$ cat src/rtl/glyph_atlas_shelf_allocator_core_macros.svh
// Assertion macros for the shelf allocator. Each expects clk and arst_n in scope.
`ifndef GLYPH_ATLAS_SHELF_ALLOCATOR_CORE_MACROS_SVH
`define GLYPH_ATLAS_SHELF_ALLOCATOR_CORE_MACROS_SVH

`ifndef SYNTHESIS
// Same-cycle implication
`define GASA_ASSERT_IMP(lbl, ante, cons) \
	lbl: assert property (@(posedge clk) disable iff (!arst_n) (ante) |-> (cons)) \
		else $error("shelf allocator assertion failed");
// Next-cycle implication
`define GASA_ASSERT_NXT(lbl, ante, cons) \
	lbl: assert property (@(posedge clk) disable iff (!arst_n) (ante) |=> (cons)) \
		else $error("shelf allocator assertion failed");
`else
`define GASA_ASSERT_IMP(lbl, ante, cons)
`define GASA_ASSERT_NXT(lbl, ante, cons)
`endif

`endif

$ cat src/rtl/gasa_pkg.sv
package gasa_pkg;

	// Row table geometry
	localparam int MAX_ROWS  = 64;
	localparam int ROW_AW    = $clog2(MAX_ROWS);
	localparam int ROW_CNT_W = $clog2(MAX_ROWS + 1);

	// Page geometry
	localparam int INITIAL_PAGE_SIZE = 128;
	localparam int MAX_TEX_RESET     = 8192;
	localparam int FIRST_ROW_TOP     = 3;

	// Field widths
	localparam int DIM_W   = 15;
	localparam int POS_W   = 14;
	localparam int H10_W   = 19;
	localparam int ROW_H_W = 16;
	localparam int NRT_W   = 16;

	// h/10 as multiply by reciprocal, exact for h below 81920
	localparam logic [15:0] DIV10_MUL = 16'd52429;
	localparam int DIV10_SHIFT = 19;
	localparam int DIV10_Q_W   = 12;

	// Queue between front and back (power of two)
	localparam int QDEPTH = 2;
	localparam int QPTR_W = $clog2(QDEPTH);
	localparam int QCNT_W = $clog2(QDEPTH + 1);

	typedef logic [DIM_W-1:0] dim_t;
	typedef logic [POS_W-1:0] pos_t;
	typedef logic [1:0]       status_t;

	localparam status_t STATUS_PLACED     = 2'd0;
	localparam status_t STATUS_SIZE_LIMIT = 2'd1;
	localparam status_t STATUS_ROWS_FULL  = 2'd2;

	// Classified request as it travels through the queue
	typedef struct packed {
		dim_t               w;
		dim_t               h;
		logic [H10_W-1:0]   h_x10;
		logic [ROW_H_W-1:0] row_h;
	} item_t;

	// One row table entry
	typedef struct packed {
		dim_t top;
		dim_t height;
		dim_t used;
	} row_t;

endpackage

$ cat src/rtl/gasa_intf.sv
interface gasa_req_if import gasa_pkg::*; ();
	logic valid;
	logic ready;
	dim_t glyph_width;
	dim_t glyph_height;

	modport source (output valid, output glyph_width, output glyph_height, input ready);
	modport sink   (input valid, input glyph_width, input glyph_height, output ready);
endinterface

interface gasa_cfg_if import gasa_pkg::*; ();
	logic valid;
	logic ready;
	dim_t max_texture_size;

	modport source (output valid, output max_texture_size, input ready);
	modport sink   (input valid, input max_texture_size, output ready);
endinterface

interface gasa_rsp_if import gasa_pkg::*; ();
	logic    valid;
	logic    ready;
	pos_t    pos_x;
	pos_t    pos_y;
	dim_t    page_width_out;
	dim_t    page_height_out;
	logic    grew;
	status_t status;

	modport source (output valid, output pos_x, output pos_y, output page_width_out,
		output page_height_out, output grew, output status, input ready);
	modport sink   (input valid, input pos_x, input pos_y, input page_width_out,
		input page_height_out, input grew, input status, output ready);
endinterface

$ cat src/rtl/gasa_ram.sv
module gasa_ram #(
	parameter int WIDTH = 8,
	parameter int DEPTH = 16
) (
	input  logic                     clk,
	input  logic                     we,
	input  logic [$clog2(DEPTH)-1:0] waddr,
	input  logic [WIDTH-1:0]         wdata,
	input  logic [$clog2(DEPTH)-1:0] raddr,
	output logic [WIDTH-1:0]         rdata
);

	logic [WIDTH-1:0] mem_q [DEPTH];

	// Write port
	always_ff @(posedge clk) begin
		if (we) begin
			mem_q[waddr] <= wdata;
		end
	end

	// Registered read port
	always_ff @(posedge clk) begin
		rdata <= mem_q[raddr];
	end

endmodule

$ cat src/rtl/gasa_front.sv
module gasa_front import gasa_pkg::*; (
	input  logic clk,
	input  logic arst_n,
	gasa_req_if.sink req,
	output logic  q_valid,
	output item_t q_item,
	input  logic  q_pop
);

	logic [30:0]          div10_prod;
	logic [DIV10_Q_W-1:0] h_div10;
	item_t                cls;
	logic                 push;

	item_t             mem_q [QDEPTH];
	logic [QPTR_W-1:0] wr_ptr_q;
	logic [QPTR_W-1:0] rd_ptr_q;
	logic [QCNT_W-1:0] cnt_q;

	// Classify: precompute the height terms the back end compares against
	assign div10_prod = {16'b0, req.glyph_height} * {15'b0, DIV10_MUL};
	assign h_div10    = div10_prod[DIV10_SHIFT +: DIV10_Q_W];

	always_comb begin
		cls.w     = req.glyph_width;
		cls.h     = req.glyph_height;
		cls.h_x10 = {1'b0, req.glyph_height, 3'b000} + {3'b000, req.glyph_height, 1'b0};
		cls.row_h = {1'b0, req.glyph_height} + {{(ROW_H_W-DIV10_Q_W){1'b0}}, h_div10};
	end

	assign req.ready = (cnt_q != QCNT_W'(QDEPTH));
	assign push      = req.valid && req.ready;
	assign q_valid   = (cnt_q != '0);
	assign q_item    = mem_q[rd_ptr_q];

	// Queue storage
	always_ff @(posedge clk) begin
		if (push) begin
			mem_q[wr_ptr_q] <= cls;
		end
	end

	// Queue pointers and fill count
	always_ff @(posedge clk or negedge arst_n) begin
		if (!arst_n) begin
			wr_ptr_q <= '0;
			rd_ptr_q <= '0;
			cnt_q    <= '0;
		end else begin
			if (push) begin
				wr_ptr_q <= wr_ptr_q + QPTR_W'(1);
			end
			if (q_pop) begin
				rd_ptr_q <= rd_ptr_q + QPTR_W'(1);
			end
			if (push && !q_pop) begin
				cnt_q <= cnt_q + QCNT_W'(1);
			end else if (q_pop && !push) begin
				cnt_q <= cnt_q - QCNT_W'(1);
			end
		end
	end

endmodule

$ cat src/rtl/gasa_back.sv
`include "glyph_atlas_shelf_allocator_core_macros.svh"

module gasa_back import gasa_pkg::*; (
	input  logic  clk,
	input  logic  arst_n,
	input  dim_t  max_tex,
	input  logic  q_valid,
	input  item_t q_item,
	output logic  q_pop,
	gasa_rsp_if.source rsp
);

	localparam logic [1:0] ST_IDLE = 2'd0;
	localparam logic [1:0] ST_SCAN = 2'd1;
	localparam logic [1:0] ST_GROW = 2'd2;
	localparam logic [1:0] ST_DONE = 2'd3;

	logic [1:0]           state_q;
	logic [ROW_CNT_W-1:0] row_cnt_q;
	logic [NRT_W-1:0]     nrt_q;
	dim_t                 ps_q;
	logic                 grew_q;
	logic                 out_valid_q;
	logic                 pend_we_q;
	logic                 pend_new_q;

	item_t             item_q;
	logic [ROW_AW-1:0] scan_idx_q;
	logic [ROW_AW-1:0] pend_waddr_q;
	row_t              pend_wdata_q;
	pos_t              pend_x_q;
	pos_t              pend_y_q;
	status_t           pend_status_q;
	pos_t              out_x_q;
	pos_t              out_y_q;
	dim_t              out_page_q;
	logic              out_grew_q;
	status_t           out_status_q;

	logic              ram_we;
	logic [ROW_AW-1:0] ram_raddr;
	row_t              rd_row;
	logic [17:0]       ht_x7;
	logic [DIM_W:0]    used_sum;
	logic              fit;
	logic              last_row;
	logic              rows_full;
	logic [NRT_W:0]    row_end;
	logic              need_grow;
	logic [DIM_W:0]    ps_dbl;
	logic              dbl_ok;
	logic              out_free;

	gasa_ram #(
		.WIDTH ($bits(row_t)),
		.DEPTH (MAX_ROWS)
	) u_rows (
		.clk   (clk),
		.we    (ram_we),
		.waddr (pend_waddr_q),
		.wdata (pend_wdata_q),
		.raddr (ram_raddr),
		.rdata (rd_row)
	);

	// Row fit test on the entry coming out of the table
	assign ht_x7    = {rd_row.height, 3'b000} - {3'b000, rd_row.height};
	assign used_sum = {1'b0, rd_row.used} + {1'b0, item_q.w};
	assign fit      = ({1'b0, ht_x7} <= item_q.h_x10) && (item_q.h <= rd_row.height)
		&& (rd_row.used <= ps_q) && (item_q.w <= (ps_q - rd_row.used));
	assign last_row = (({1'b0, scan_idx_q} + ROW_CNT_W'(1)) == row_cnt_q);

	// New row and page growth tests
	assign rows_full = (row_cnt_q == ROW_CNT_W'(MAX_ROWS));
	assign row_end   = {1'b0, nrt_q} + {1'b0, item_q.row_h};
	assign need_grow = (row_end >= {2'b00, ps_q}) || (item_q.w >= ps_q);
	assign ps_dbl    = {ps_q, 1'b0};
	assign dbl_ok    = (ps_dbl <= {1'b0, max_tex});

	assign out_free  = !out_valid_q || rsp.ready;
	assign q_pop     = (state_q == ST_IDLE) && q_valid;
	assign ram_we    = (state_q == ST_DONE) && out_free && pend_we_q;
	assign ram_raddr = (state_q == ST_SCAN) ? (scan_idx_q + ROW_AW'(1)) : '0;

	// Sequencer and persistent allocator state
	always_ff @(posedge clk or negedge arst_n) begin
		if (!arst_n) begin
			state_q     <= ST_IDLE;
			row_cnt_q   <= '0;
			nrt_q       <= NRT_W'(FIRST_ROW_TOP);
			ps_q        <= DIM_W'(INITIAL_PAGE_SIZE);
			grew_q      <= 1'b0;
			out_valid_q <= 1'b0;
			pend_we_q   <= 1'b0;
			pend_new_q  <= 1'b0;
		end else begin
			// Raise the beat when a result posts, drop it once taken
			if ((state_q == ST_DONE) && out_free) begin
				out_valid_q <= 1'b1;
			end else if (rsp.ready) begin
				out_valid_q <= 1'b0;
			end
			case (state_q)
				ST_IDLE: begin
					if (q_valid) begin
						grew_q  <= 1'b0;
						state_q <= (row_cnt_q == '0) ? ST_GROW : ST_SCAN;
					end
				end
				ST_SCAN: begin
					if (fit) begin
						pend_we_q  <= 1'b1;
						pend_new_q <= 1'b0;
						state_q    <= ST_DONE;
					end else if (last_row) begin
						state_q <= ST_GROW;
					end
				end
				ST_GROW: begin
					if (rows_full) begin
						pend_we_q  <= 1'b0;
						pend_new_q <= 1'b0;
						state_q    <= ST_DONE;
					end else if (need_grow) begin
						if (dbl_ok) begin
							ps_q   <= ps_dbl[DIM_W-1:0];
							grew_q <= 1'b1;
						end else begin
							pend_we_q  <= 1'b0;
							pend_new_q <= 1'b0;
							state_q    <= ST_DONE;
						end
					end else begin
						pend_we_q  <= 1'b1;
						pend_new_q <= 1'b1;
						state_q    <= ST_DONE;
					end
				end
				ST_DONE: begin
					if (out_free) begin
						if (pend_new_q) begin
							row_cnt_q <= row_cnt_q + ROW_CNT_W'(1);
							nrt_q     <= row_end[NRT_W-1:0];
						end
						state_q <= ST_IDLE;
					end
				end
				default: begin
					state_q <= ST_IDLE;
				end
			endcase
		end
	end

	// Working item, pending result and output register
	always_ff @(posedge clk) begin
		case (state_q)
			ST_IDLE: begin
				if (q_valid) begin
					item_q     <= q_item;
					scan_idx_q <= '0;
				end
			end
			ST_SCAN: begin
				if (fit) begin
					pend_waddr_q  <= scan_idx_q;
					pend_wdata_q  <= '{top: rd_row.top, height: rd_row.height,
						used: used_sum[DIM_W-1:0]};
					pend_x_q      <= rd_row.used[POS_W-1:0];
					pend_y_q      <= rd_row.top[POS_W-1:0];
					pend_status_q <= STATUS_PLACED;
				end else begin
					scan_idx_q <= scan_idx_q + ROW_AW'(1);
				end
			end
			ST_GROW: begin
				pend_waddr_q  <= row_cnt_q[ROW_AW-1:0];
				pend_wdata_q  <= '{top: nrt_q[DIM_W-1:0],
					height: item_q.row_h[DIM_W-1:0], used: item_q.w};
				if (rows_full) begin
					pend_x_q      <= '0;
					pend_y_q      <= '0;
					pend_status_q <= STATUS_ROWS_FULL;
				end else if (need_grow) begin
					pend_x_q      <= '0;
					pend_y_q      <= '0;
					pend_status_q <= STATUS_SIZE_LIMIT;
				end else begin
					pend_x_q      <= '0;
					pend_y_q      <= nrt_q[POS_W-1:0];
					pend_status_q <= STATUS_PLACED;
				end
			end
			ST_DONE: begin
				if (out_free) begin
					out_x_q      <= pend_x_q;
					out_y_q      <= pend_y_q;
					out_page_q   <= ps_q;
					out_grew_q   <= grew_q;
					out_status_q <= pend_status_q;
				end
			end
			default: begin
				item_q <= item_q;
			end
		endcase
	end

	assign rsp.valid           = out_valid_q;
	assign rsp.pos_x           = out_x_q;
	assign rsp.pos_y           = out_y_q;
	assign rsp.page_width_out  = out_page_q;
	assign rsp.page_height_out = out_page_q;
	assign rsp.grew            = out_grew_q;
	assign rsp.status          = out_status_q;

	`GASA_ASSERT_IMP(a_rows_bounded, 1'b1, row_cnt_q <= ROW_CNT_W'(MAX_ROWS))
	`GASA_ASSERT_IMP(a_scan_in_table, state_q == ST_SCAN, {1'b0, scan_idx_q} < row_cnt_q)
	`GASA_ASSERT_NXT(a_page_grows_in_grow, state_q != ST_GROW, $stable(ps_q))
	`GASA_ASSERT_NXT(a_row_added, ram_we && pend_new_q, row_cnt_q == $past(row_cnt_q) + ROW_CNT_W'(1))

endmodule

$ cat src/rtl/glyph_atlas_shelf_allocator_core.sv
// Shelf allocator for glyph rectangles in a texture atlas page.
// req carries one rectangle (glyph_width, glyph_height) per beat; rsp returns
// exactly one beat per request with pos_x, pos_y, the page size after any
// growth, grew and status (placed, size limit reached, row table full).
// cfg writes max_texture_size; write it only while no request is in flight.
// A two-entry queue sits behind req, so requests keep being taken while the
// back end scans or a result waits on rsp.
// Steps: the back end picks a request from the queue, looks at the rows in
// creation order until one fits (one row table read per cycle), otherwise
// runs the new-row check with one step per page doubling, then posts the
// result; the table holds up to 64 rows. A new request is taken only once
// the previous result has posted, and rows are read through the single
// read port of the row table.
// Reset: row table empty, page 128 x 128, first row top 3, limit 8192.
// A stalled rsp holds its beat; the back end waits with its result pending,
// and req backs up once the queue is full.
module glyph_atlas_shelf_allocator_core import gasa_pkg::*; (
	input  logic clk,
	input  logic arst_n,
	gasa_req_if.sink   req,
	gasa_cfg_if.sink   cfg,
	gasa_rsp_if.source rsp
);

	dim_t  max_tex_q;
	logic  q_valid;
	item_t q_item;
	logic  q_pop;

	// Page size limit register
	assign cfg.ready = 1'b1;

	always_ff @(posedge clk or negedge arst_n) begin
		if (!arst_n) begin
			max_tex_q <= DIM_W'(MAX_TEX_RESET);
		end else if (cfg.valid) begin
			max_tex_q <= cfg.max_texture_size;
		end
	end

	gasa_front u_front (
		.clk     (clk),
		.arst_n  (arst_n),
		.req     (req),
		.q_valid (q_valid),
		.q_item  (q_item),
		.q_pop   (q_pop)
	);

	gasa_back u_back (
		.clk     (clk),
		.arst_n  (arst_n),
		.max_tex (max_tex_q),
		.q_valid (q_valid),
		.q_item  (q_item),
		.q_pop   (q_pop),
		.rsp     (rsp)
	);

endmodule
$ cat src/flat_wrapper.sv
// flat-port wrapper written by rule: the top's interface ports become plain ports
module glyph_atlas_shelf_allocator_core_flat import gasa_pkg::*;
  (clk, arst_n, req_valid, req_glyph_width, req_glyph_height, req_ready, cfg_valid, cfg_max_texture_size, cfg_ready, rsp_valid, rsp_pos_x, rsp_pos_y, rsp_page_width_out, rsp_page_height_out, rsp_grew, rsp_status, rsp_ready);
  gasa_req_if req_i ();
  gasa_cfg_if cfg_i ();
  gasa_rsp_if rsp_i ();
  input  logic clk;
  input  logic arst_n;
  input wire logic [$bits(req_i.valid)-1:0] req_valid;
  input wire logic [$bits(req_i.glyph_width)-1:0] req_glyph_width;
  input wire logic [$bits(req_i.glyph_height)-1:0] req_glyph_height;
  output wire logic [$bits(req_i.ready)-1:0] req_ready;
  input wire logic [$bits(cfg_i.valid)-1:0] cfg_valid;
  input wire logic [$bits(cfg_i.max_texture_size)-1:0] cfg_max_texture_size;
  output wire logic [$bits(cfg_i.ready)-1:0] cfg_ready;
  output wire logic [$bits(rsp_i.valid)-1:0] rsp_valid;
  output wire logic [$bits(rsp_i.pos_x)-1:0] rsp_pos_x;
  output wire logic [$bits(rsp_i.pos_y)-1:0] rsp_pos_y;
  output wire logic [$bits(rsp_i.page_width_out)-1:0] rsp_page_width_out;
  output wire logic [$bits(rsp_i.page_height_out)-1:0] rsp_page_height_out;
  output wire logic [$bits(rsp_i.grew)-1:0] rsp_grew;
  output wire logic [$bits(rsp_i.status)-1:0] rsp_status;
  input wire logic [$bits(rsp_i.ready)-1:0] rsp_ready;
  assign req_i.valid = req_valid;
  assign req_i.glyph_width = req_glyph_width;
  assign req_i.glyph_height = req_glyph_height;
  assign req_ready = req_i.ready;
  assign cfg_i.valid = cfg_valid;
  assign cfg_i.max_texture_size = cfg_max_texture_size;
  assign cfg_ready = cfg_i.ready;
  assign rsp_valid = rsp_i.valid;
  assign rsp_pos_x = rsp_i.pos_x;
  assign rsp_pos_y = rsp_i.pos_y;
  assign rsp_page_width_out = rsp_i.page_width_out;
  assign rsp_page_height_out = rsp_i.page_height_out;
  assign rsp_grew = rsp_i.grew;
  assign rsp_status = rsp_i.status;
  assign rsp_i.ready = rsp_ready;
  glyph_atlas_shelf_allocator_core u_core (.clk(clk), .arst_n(arst_n), .req(req_i), .cfg(cfg_i), .rsp(rsp_i));
endmodule
$ cat config.mk
export PLATFORM = sky130hd
export DESIGN_NAME = glyph_atlas_shelf_allocator_core_flat
export DESIGN_NICKNAME = d
export VERILOG_FILES = /design/src/rtl/gasa_pkg.sv /design/src/rtl/gasa_intf.sv /design/src/rtl/gasa_ram.sv /design/src/rtl/gasa_front.sv /design/src/rtl/gasa_back.sv /design/src/rtl/glyph_atlas_shelf_allocator_core.sv /design/src/flat_wrapper.sv
export VERILOG_INCLUDE_DIRS = /design/src /design/src/rtl
export SDC_FILE = /design/constraint.sdc
export NUM_CORES = 2
export LEC_CHECK = 0
export ABC_AREA = 1
export BUFFER_PORTS_ARGS = -buffer_cell sky130_fd_sc_hd__buf_2
export CELL_PAD_IN_SITES_DETAIL_PLACEMENT = 0
export CELL_PAD_IN_SITES_GLOBAL_PLACEMENT = 1
export CORE_ASPECT_RATIO = 1.4
export CORE_MARGIN = 1.5
export CORE_UTILIZATION = 45
export DETAILED_ROUTE_END_ITERATION = 10
export PLACE_DENSITY = 0.77
export RECOVER_POWER = 50
export SLEW_MARGIN = 10
export SYNTH_ARGS = -nofsm -noshare
export SYNTH_HDL_FRONTEND = slang
export SYNTH_SLANG_ARGS = --single-unit
$ cat constraint.sdc
create_clock -name clk -period 11.44 [get_ports clk]
set_clock_uncertainty 0.15 [all_clocks]
set_input_delay 2.86 -clock clk [delete_from_list [all_inputs] [get_ports clk]]
set_output_delay 2.86 -clock clk [all_outputs]
set_load 0.03 [all_outputs]
==> reports/results.ini <==
[cts]
cts_root_buf = clkbuf_16
cts.path.max_buffers = 4
cts_repair_resize_count = 0
cts.sinks = 3227
postCtsHoldBufs = 0
tritoncts.num_buffers = 305
clkTransAtPathRegs_ps = 60
worstSkewPairLatency_ps = 900
cts_htree_levels = 5
cts_setup_buffers = 0
cts_tree = built

[place]
place_congestion = 0.8613
place_area_um2 = 138000
detailed_place_hpwl_um = 226300
port_buffers = 98

[sta]
tightestPinTransition_ps = 5238
finalSetupTns_ps = 0
max_slew_margin_pct = -249.2
fin_crit_sh_pct = 82.46
final-max-slew-violation-count = 3216
endpoints_failing_setup = 0
clock.fmax_mhz = 106.0
finalHoldViolations = 0
rsz0062_at_grt = no
finalCriticalPeriod_ps = 9433

[setup_path]
worstPathRequired_ps = 11850
worstReg2RegEnd = u_core.u_back.u_rows.rdata[21]
cp.arrival_ps = 9840
critPathLaunchType = primary input
r2r_setup_slack_ps = 2120
worst_setup_path_endpoint = u_core.u_front.mem_q[0][14]
cp_endpoint_kind = register
r2r_start = u_core.u_back.state_q[1]
timing.critical_path.slowest_cell_delay_ps = 570
crit_path_start = req_glyph_height[4]
cp_slowest_cell = clkbuf_1
worst-path-max-fanout = 9
criticalPathCategory = primary input to register
timing.critical_path.mode_cell = nand2_1
worst_r2r_path_depth = 12

[grt]
antenna_violations_before_repair = 9
grt_use_total_pct = 25.94
grt-ovfl-total = 0
grt_max_degree = 195
grt_first_pass_wirelength_um = 574100
number_of_global_route_vias_before_repair = 84774

[synth]
synth_top_area_cell = edfxtp_1
syn-cell-area_um2 = 133200
synth_enable_flop_cells = 3127
synth_top_cells_by_area = edfxtp_1, o21ai_0, nor2_1
synth_cell_type_count = 52
synth_top_flop_cell = edfxtp_1
synth.most_common_cell = edfxtp_1
yosys.area.top_type_share_pct = 70.52
register_bit_count_reported_by_yosys = 3227
synthesis.yosys.warnings = 0
synth_sequential_area_ratio_pct = 72.24
synth.top_cells.by_count = edfxtp_1, nor2_1, o21ai_0
synth_area_per_cell_um2 = 13.19
post_synth_inst_count = 10097
asyncSetResetFlopFracSynth_pct = 1.735

[cells_and_area]
area.growth.synth_to_final_pct = 10.74
nNetsFinal = 10439
multi_input_area_um2 = 33390
share_of_post_route_cells_with_drive_strength_above_1_pct = 7.428
final-seq-area_um2 = 96190
nFillCells = 24898
stdcell_area_um2 = 147500

[floorplan]
floorplan_die_area_um2 = 299200
die_x_extent_um = 462.7
io_count = 114
die_h_um = 646.6
floorplan.initialDensity_pct = 45.18
placement_rows = 236
area_of_the_core_um2 = 294700

[power_and_ir_drop]
total_leakage_power_nw = 48.53
ir_worst_vdd_mv = 0.1696
power_density_nw_per_um2 = 172.4

[run_status]
violations = max-capacitance violations, max-slew violations
result_of_the_run = complete, but fails checks

[routing]
num_vias = 87019
antenna_left = 0
finalWirelength_um = 400000
per_cell_via_count_in_the_routed_design = 6.122
drt_first_pass_iters = 6
drc_errors = 0
initialDrtViolationCount = 10423
wl_per_cell_um = 28.14

[hold_path]
worstHoldPathType = register to register

[job]
drv.max_cap_violation_count = 58

-- area by class of cell --
cell class / count / share of cell area (%)
Timing Repair Buffer: 308 / 1.338
Sequential cell: 3227 / 65.23
Inverter: 331 / 0.8638
Multi-Input combinational cell: 5886 / 22.64
Tap cell: 3927 / 3.332
Clock buffer: 376 / 5.520
Antenna cell: 2 / 0.003394
Clock inverter: 158 / 1.065
-- routing by layer --
layer  GRT usage (%)  wire (µm)  vias up
met2           43.92     195600     4560
met1           31.76     145400    43790
met3           3.635      32540      987
li1                -          -    37674
met4           15.20      26320        8
met5               0         52        -
-- worst max-delay path: cells and delay by family --
family                     cells  cell delay, ps
adders and majority gates      8            3270
and+or+nand+nor               12            1550
AOI/OAI and AO/OA              5            1060
buffers and inverters          4             760
xor gates and xnor gates       2             320
-- cells by family (layout without fill, tap and decap cells) --
logic type | count (synthesis) | count (layout) | share of synthesized area, %
mux | 8 | 8 | 0.06766
compound gates | 2750 | 2750 | 12.44
other cells | 2 | 17 | 0.005640
fa+ha+maj | 330 | 330 | 3.451
buf+inv | 997 | 1173 | 3.139
xor+xnor | 94 | 94 | 0.6286
flops | 3227 | 3227 | 72.24
simple gates | 2689 | 2689 | 8.029
-- flip-flops by register name, indices dropped and copies added (netlist names), 14 cells and up --
name,cells
u_core.u_front.mem_q,124
u_core.u_back.pend_y_q,14
u_core.u_back.pend_x_q,14
u_core.u_back.u_rows.rdata,44
u_core.u_back.pend_wdata_q,44
u_core.u_back.u_rows.mem_q,2816
u_core.u_back.nrt_q,16
u_core.u_back.rsp.pos_x,14
u_core.u_back.item_q,62
u_core.max_tex_q,15
u_core.u_back.rsp.pos_y,14
-- metrics by stage --
stage	power, mW	util, %	std cells	setup WS [ps]	hold WS (ps)
6_report	25.41	50.04	14215	2007	269.5
5_1_grt	26.25	50.03	14214	1527	273.7
4_1_cts	25.54	50.13	14213	2226	270.3
3_5_place_dp	15.64	46.83	13679	1369	256.1
3_3_place_gp	15.68	46.83	13679	1186	250.9
2_1_floorplan	14.98	-	10110	2868	250.3
-- cell usage in the layout, fill, tap and decap left out, types with 70 or more instances in the layout --
| master | count |
|---|---|
| edfxtp_1 | 3127 |
| nor2_1 | 1527 |
| o21ai_0 | 1468 |
| nand2_1 | 683 |
| o211ai_1 | 355 |
| o22ai_1 | 354 |
| o221ai_1 | 353 |
| nand3_1 | 337 |
| inv_1 | 320 |
| clkbuf_16 | 313 |
| ha_1 | 268 |
| buf_4 | 142 |
| clkbuf_1 | 139 |
| a21oi_1 | 125 |
| buf_2 | 71 |
| nor2_4 | 70 |
-- worst min-delay path by stage --
stage,startpoint,end,cells after the start
final,u_core.u_back.pend_y_q[5],u_core.u_back.rsp.pos_y[5],0
after global routing,u_core.u_back.pend_y_q[0],u_core.u_back.rsp.pos_y[0],0
after CTS,u_core.u_back.pend_x_q[13],u_core.u_back.rsp.pos_x[13],0
after detailed placement,u_core.u_back.pend_x_q[13],u_core.u_back.rsp.pos_x[13],0
after global placement,u_core.u_back.pend_y_q[6],u_core.u_back.rsp.pos_y[6],0
after floorplan,u_core.u_back.pend_x_q[0],u_core.u_back.rsp.pos_x[0],0
-- report_power, final --
part           total, mW  internal, mW  leakage [nW]  switching [mW]
Combinational       2.21         0.788          14.7            1.42
Clock               10.1          5.70          4.72            4.36
Sequential          13.2          13.1          29.1          0.0372
Total               25.4          19.6          48.5            5.81
No activity file was read; power rests on OpenSTA's default activity.
